**config.mk**
```make
export PLATFORM = sky130hd
export DESIGN_NAME = ece_div
export DESIGN_NICKNAME = d
export VERILOG_FILES = /design/src/hw/rtl/ece_pkg.sv /design/src/hw/rtl/ece_div.sv
export SDC_FILE = /design/constraint.sdc
export NUM_CORES = 2
export LEC_CHECK = 0
export BUFFER_PORTS_ARGS = -buffer_cell sky130_fd_sc_hd__buf_4
export CORE_UTILIZATION = 47
export DETAILED_ROUTE_END_ITERATION = 8
export GPL_TIMING_DRIVEN = 0
export MAX_ROUTING_LAYER = met4
export PLACE_DENSITY = 0.72
export SETUP_SLACK_MARGIN = 0.02
export SLEW_MARGIN = 15
export SYNTH_ARGS = -nofsm -noshare
export SYNTH_HDL_FRONTEND = slang
export SYNTH_SLANG_ARGS = --single-unit
```
**constraint.sdc**
```tcl
create_clock -name clk -period 5 [get_ports clk]
set_input_delay 1 -clock clk [delete_from_list [all_inputs] [get_ports clk]]
set_output_delay 1 -clock clk [all_outputs]
set_load 0.02 [all_outputs]
```
**src/hw/rtl/ece_pkg.sv**
```systemverilog
// ----------------------------------------------------------------------------
// Easing curve evaluator package
// Shared types, curve selector codes and the cosine table generator.
// ----------------------------------------------------------------------------
`default_nettype none

package ece_pkg;

	localparam int FRAC_BITS_DEF = 16;
	localparam int COS_DEPTH_DEF = 256;

	// pi/2 in Q30.
	localparam longint HALF_PI_Q30 = 64'sd1686629713;

	localparam logic [1:0] OP_LINEAR     = 2'd0;
	localparam logic [1:0] OP_COSINE     = 2'd1;
	localparam logic [1:0] OP_SPRING     = 2'd2;
	localparam logic [1:0] OP_LINEAR_ALT = 2'd3;

	typedef struct packed {
		logic       valid;
		logic [1:0] op;
	} ctl_t;

	// Cosine in Q30 by a 12-term Taylor sum with truncating products.
	// Each term divides the previous one by (2n - 1) * 2n.
	function automatic longint cos_q30(longint x);
		longint unsigned ux;
		longint unsigned x2;
		longint unsigned term;
		longint          sum;
		ux   = longint'(x);
		x2   = (ux * ux) >> 30;
		term = 64'd1 << 30;
		sum  = 64'sd1 << 30;
		term = ((term * x2) >> 30) / 64'd2;
		sum  = sum - longint'(term);
		term = ((term * x2) >> 30) / 64'd12;
		sum  = sum + longint'(term);
		term = ((term * x2) >> 30) / 64'd30;
		sum  = sum - longint'(term);
		term = ((term * x2) >> 30) / 64'd56;
		sum  = sum + longint'(term);
		term = ((term * x2) >> 30) / 64'd90;
		sum  = sum - longint'(term);
		term = ((term * x2) >> 30) / 64'd132;
		sum  = sum + longint'(term);
		term = ((term * x2) >> 30) / 64'd182;
		sum  = sum - longint'(term);
		term = ((term * x2) >> 30) / 64'd240;
		sum  = sum + longint'(term);
		term = ((term * x2) >> 30) / 64'd306;
		sum  = sum - longint'(term);
		term = ((term * x2) >> 30) / 64'd380;
		sum  = sum + longint'(term);
		term = ((term * x2) >> 30) / 64'd462;
		sum  = sum - longint'(term);
		if (sum < 0)
			sum = 0;
		if (sum > (64'sd1 << 30))
			sum = 64'sd1 << 30;
		return sum;
	endfunction

	// Table entry rounded half up from Q30 to the given fraction width.
	function automatic longint cos_entry(longint x, int frac);
		longint c;
		c = cos_q30(x);
		return (c + (64'sd1 <<< (29 - frac))) >>> (30 - frac);
	endfunction

endpackage

`default_nettype wire

```
**src/hw/rtl/ece_div.sv**
```systemverilog
// ----------------------------------------------------------------------------
// Progress divider
// Restoring divider, one quotient bit per stage, saturating the ratio to one.
// ----------------------------------------------------------------------------
`default_nettype none

module ece_div
	import ece_pkg::*;
#(
	parameter int FRAC_BITS = FRAC_BITS_DEF
) (
	input  wire logic                 clk,
	input  wire logic                 arst_n,
	input  wire ctl_t                 in_ctl,
	input  wire logic                 in_zero,
	input  wire logic [32:0]          in_num,
	input  wire logic [32:0]          in_den,
	output ctl_t                      out_ctl,
	output logic      [FRAC_BITS:0]   factor
);

	localparam logic [FRAC_BITS:0] ONE = (FRAC_BITS + 1)'(1) << FRAC_BITS;

	ctl_t                 ctl_sd  [FRAC_BITS + 1];
	logic                 zero_sd [FRAC_BITS + 1];
	logic                 one_sd  [FRAC_BITS + 1];
	logic [32:0]          rem_sd  [FRAC_BITS + 1];
	logic [32:0]          den_sd  [FRAC_BITS + 1];
	logic [FRAC_BITS-1:0] quo_sd  [FRAC_BITS + 1];

	// Entry stage: a numerator at least the denominator saturates to one.
	always_ff @(posedge clk or negedge arst_n) begin
		if (!arst_n) begin
			ctl_sd[0] <= '0;
		end else begin
			ctl_sd[0] <= in_ctl;
		end
	end

	always_ff @(posedge clk) begin
		zero_sd[0] <= in_zero;
		one_sd[0]  <= (in_num >= in_den);
		rem_sd[0]  <= in_num;
		den_sd[0]  <= in_den;
		quo_sd[0]  <= '0;
	end

	for (genvar i = 1; i <= FRAC_BITS; i++) begin : g_bit
		logic [33:0] rem2;
		logic        ge;

		assign rem2 = {rem_sd[i-1], 1'b0};
		assign ge   = (rem2 >= {1'b0, den_sd[i-1]});

		always_ff @(posedge clk or negedge arst_n) begin
			if (!arst_n) begin
				ctl_sd[i] <= '0;
			end else begin
				ctl_sd[i] <= ctl_sd[i-1];
			end
		end

		always_ff @(posedge clk) begin
			zero_sd[i] <= zero_sd[i-1];
			one_sd[i]  <= one_sd[i-1];
			den_sd[i]  <= den_sd[i-1];
			rem_sd[i]  <= ge ? 33'(rem2 - {1'b0, den_sd[i-1]}) : rem2[32:0];
			quo_sd[i]  <= {quo_sd[i-1][FRAC_BITS-2:0], ge};
		end
	end

	assign out_ctl = ctl_sd[FRAC_BITS];

	always_comb begin
		if (zero_sd[FRAC_BITS])
			factor = '0;
		else if (one_sd[FRAC_BITS])
			factor = ONE;
		else
			factor = {1'b0, quo_sd[FRAC_BITS]};
	end

endmodule

`default_nettype wire

```
==> results.cfg <==
[setup_path]
critPathTopFamily = compound AO/OA/AOI/OAI gates
crit_type = reg -> reg
path_cells = inv_1 -> ha_1 -> clkbuf_1 -> a21o_1 -> a21oi_1 -> o21ai_0 -> a41oi_1 -> a31oi_1 -> or3_1 -> buf_2 -> clkbuf_1 -> nor2_1 -> a21oi_1
critPathArrivalTime_ps = 5140
critPathSlowestCell = o21ai_0
endpoint_kind = register
worstPathMaxFanout = 10
startpoint_type = register
crit_path_max_incr_delay_ps = 1070
critical_path_buf_inv_count = 4
reg2reg_depth = 13
worst-path-stages = 13
critPathRequiredTime_ps = 5710

[yosys]
synth_edf_count = 0
synth_top_flop_cell = dfxtp_1
ys_seq_elements = 1277
yosys_warnings = 0
syn_inst = 6536
netlist_area_um2 = 60500
seq_area_frac_synth = 0.427
yosysMostFrequentCell = dfxtp_1
synth_cell_types = 99
avgSynthCellArea_um2 = 9.25
yosys-top-cells-area = dfxtp_1 41%, ha_1 12%, a21oi_1 4.6%, inv_1 4.2%, a21o_1 3.4%
synth_commonest_cells = 1226 x dfxtp_1, 675 x inv_1, 560 x ha_1
synth_nets = 7183
synth_top_area_frac = 0.406
yosysTopAreaCell = dfxtp_1
async_reset_ff_frac = 0.0399

[detailed_routing]
dr_total_vias = 45800
wl_um = 144000
drt-pass1-iter-count = 7
via_per_inst = 5.36
drc = 0
wl_met1_um = 51000
wl_per_cell_um = 16.9
dr.first_iter.drc_count = 1961
route.met3.wl_um = 4100
antenna_left = 0
dr.max_layer_used = met4
route.met2.wl_um = 78700

[sta]
slew_headroom = 0.0702
worst_pin_slew_ps = 1380
period_share = 0.885
hold_viol = 0
finClkSkew_ps = 31.0
tns_ps = 0
max_freq_ghz = 0.226
setup_viol = 0
finalWorstPathRequiredPeriod_ps = 4430
rsz0062_at_grt = false
maxSlewViolCount = 0

[die]
die_x_um = 361
start_util = 0.474
fp.dieArea_um2 = 130000
core_area_um2 = 128000
ioPinCount = 92
rows = 131
die_h_um = 361

[power_and_ir_drop]
vdd_ir_drop_max_mv = 0.451
power.density_nw_per_um2 = 733
p_total_mw = 49.9
power.leakage_nw = 32.0

[finish]
layout.nets = 7418
seqCellArea_um2 = 25800
nFillCells = 11400
multi_input_comb_area_um2 = 31300
layout-drive-gt1-share = 0.0821
final_cell_area_um2 = 68100
area_delta_synth_final_pct = 12.6
instances_no_fill = 8548

[hold_path]
hp-class = in -> async

[cts]
cts-root-buf = clkbuf_16
cts_buffers = 140
cts_post_setup_buffers_inserted = 0
hold_buffers = 0
cts_tree = yes
clock_path_buffers = 3
clk_pin_slew_ps = 60
post_cts_resized = 0
clock_sinks = 1277
htree_levels = 4
worstSkewPairLatency_ps = 790

[place]
port_buffers = 91
placed_cells = 8291
post-dp-hpwl_um = 115000
dpl_cell_area_um2 = 63200
gp_congestion = 0.999

[global_route]
grt_antenna_before_repair = 0
overflow = 0
grt_pass1_wl_um = 230000
grt_max_degree = 52
grt_pass1_vias = 47000
groute.usage.overall = 0.226

[run]
drv_cap = 0

[run_status]
status = finished, final reports clean
[path summary, 6_finish.rpt]
path / startpoint / end / slack, ps
setup / recovery: den_sd[0][424]$_DFF_P_ / rem_sd[0][454]$_DFF_P_ / 570
hold / removal: arst_n / ctl_sd[5]$_DFF_PN0_ / 250
setup reg to reg: den_sd[0][424]$_DFF_P_ / rem_sd[0][454]$_DFF_P_ / 570
hold reg to reg: quo_sd[0][152]$_DFF_P_ / quo_sd[0][169]$_DFF_P_ / 310
max in group asynchronous: arst_n / ctl_sd[40]$_DFF_PN0_ / 4340
min in group clk: in_den[23] / den_sd[0][23]$_DFF_P_ / 310
[through the flow]
stage / setup slack (ps) / hold slack, ps / util
2_1_floorplan: 1900 / 310 / -
3_3_place_gp: 441 / 310 / 0.496
3_5_place_dp: 540 / 312 / 0.496
4_1_cts: 510 / 214 / 0.534
5_1_grt: 360 / 273 / 0.534
6_report: 573 / 246 / 0.534
[cells by family (layout without fill, tap and decap cells)]
kind of cell             after synthesis  count (layout)  share of synthesized area
buffers and inverters                841            1189                     0.0545
AO/OA/AOI/OAI                       1784            1784                      0.186
XOR/XNOR                             409             409                     0.0593
multiplexers                         186             186                     0.0376
adder cells (fa/ha/maj)              575             575                      0.121
AND/OR/NAND/NOR                     1464            1464                      0.115
other                                  0               2                          0
flip-flops                          1277            1277                      0.427
[state kept, by name (all words and copies together) (netlist names)]
name / count
quo_sd: 136
den_sd: 528
rem_sd: 528
one_sd: 17
out_ctl: 3
zero_sd: 17
ctl_sd: 48
[layer usage]
layer  vias to the layer above  GRT usage
li1                      23100          -
met1                     21200      0.196
met2                      1050      0.443
met3                       483     0.0284
met4                         0      0.161
met5                         -          -
[area by class of cell]
| type | instances | area share |
|---|---|---|
| inverters | 680 | 0.0375 |
| clock buffers | 197 | 0.0593 |
| repair buffers | 93 | 0.0103 |
| diodes | 2 | 0.0000735 |
| flip-flops and latches | 1277 | 0.379 |
| plain buffers | 161 | 0.0109 |
| well taps | 1662 | 0.0306 |
| multi-input cells | 4418 | 0.461 |
| clock inverters | 58 | 0.0113 |
[power breakdown]
part	internal [mW]	leakage (nW)	switching (mW)	total (mW)
sequential	13.3	10.9	1.50	14.8
combinational	10.6	18.7	14.0	24.6
clock	6.22	2.35	4.25	10.5
[cells in the final DEF, fill, tap and decap left out, types with 129 or more instances in the layout]
cell type,n
nor2_1,365
inv_1,675
xnor2_1,227
clkbuf_16,140
dfxtp_1,1226
o21ai_0,356
a21oi_1,557
ha_1,560
clkbuf_1,129
xor2_1,182
nand2_1,482
a21o_1,270
Power figures use the tool's default switching activity.
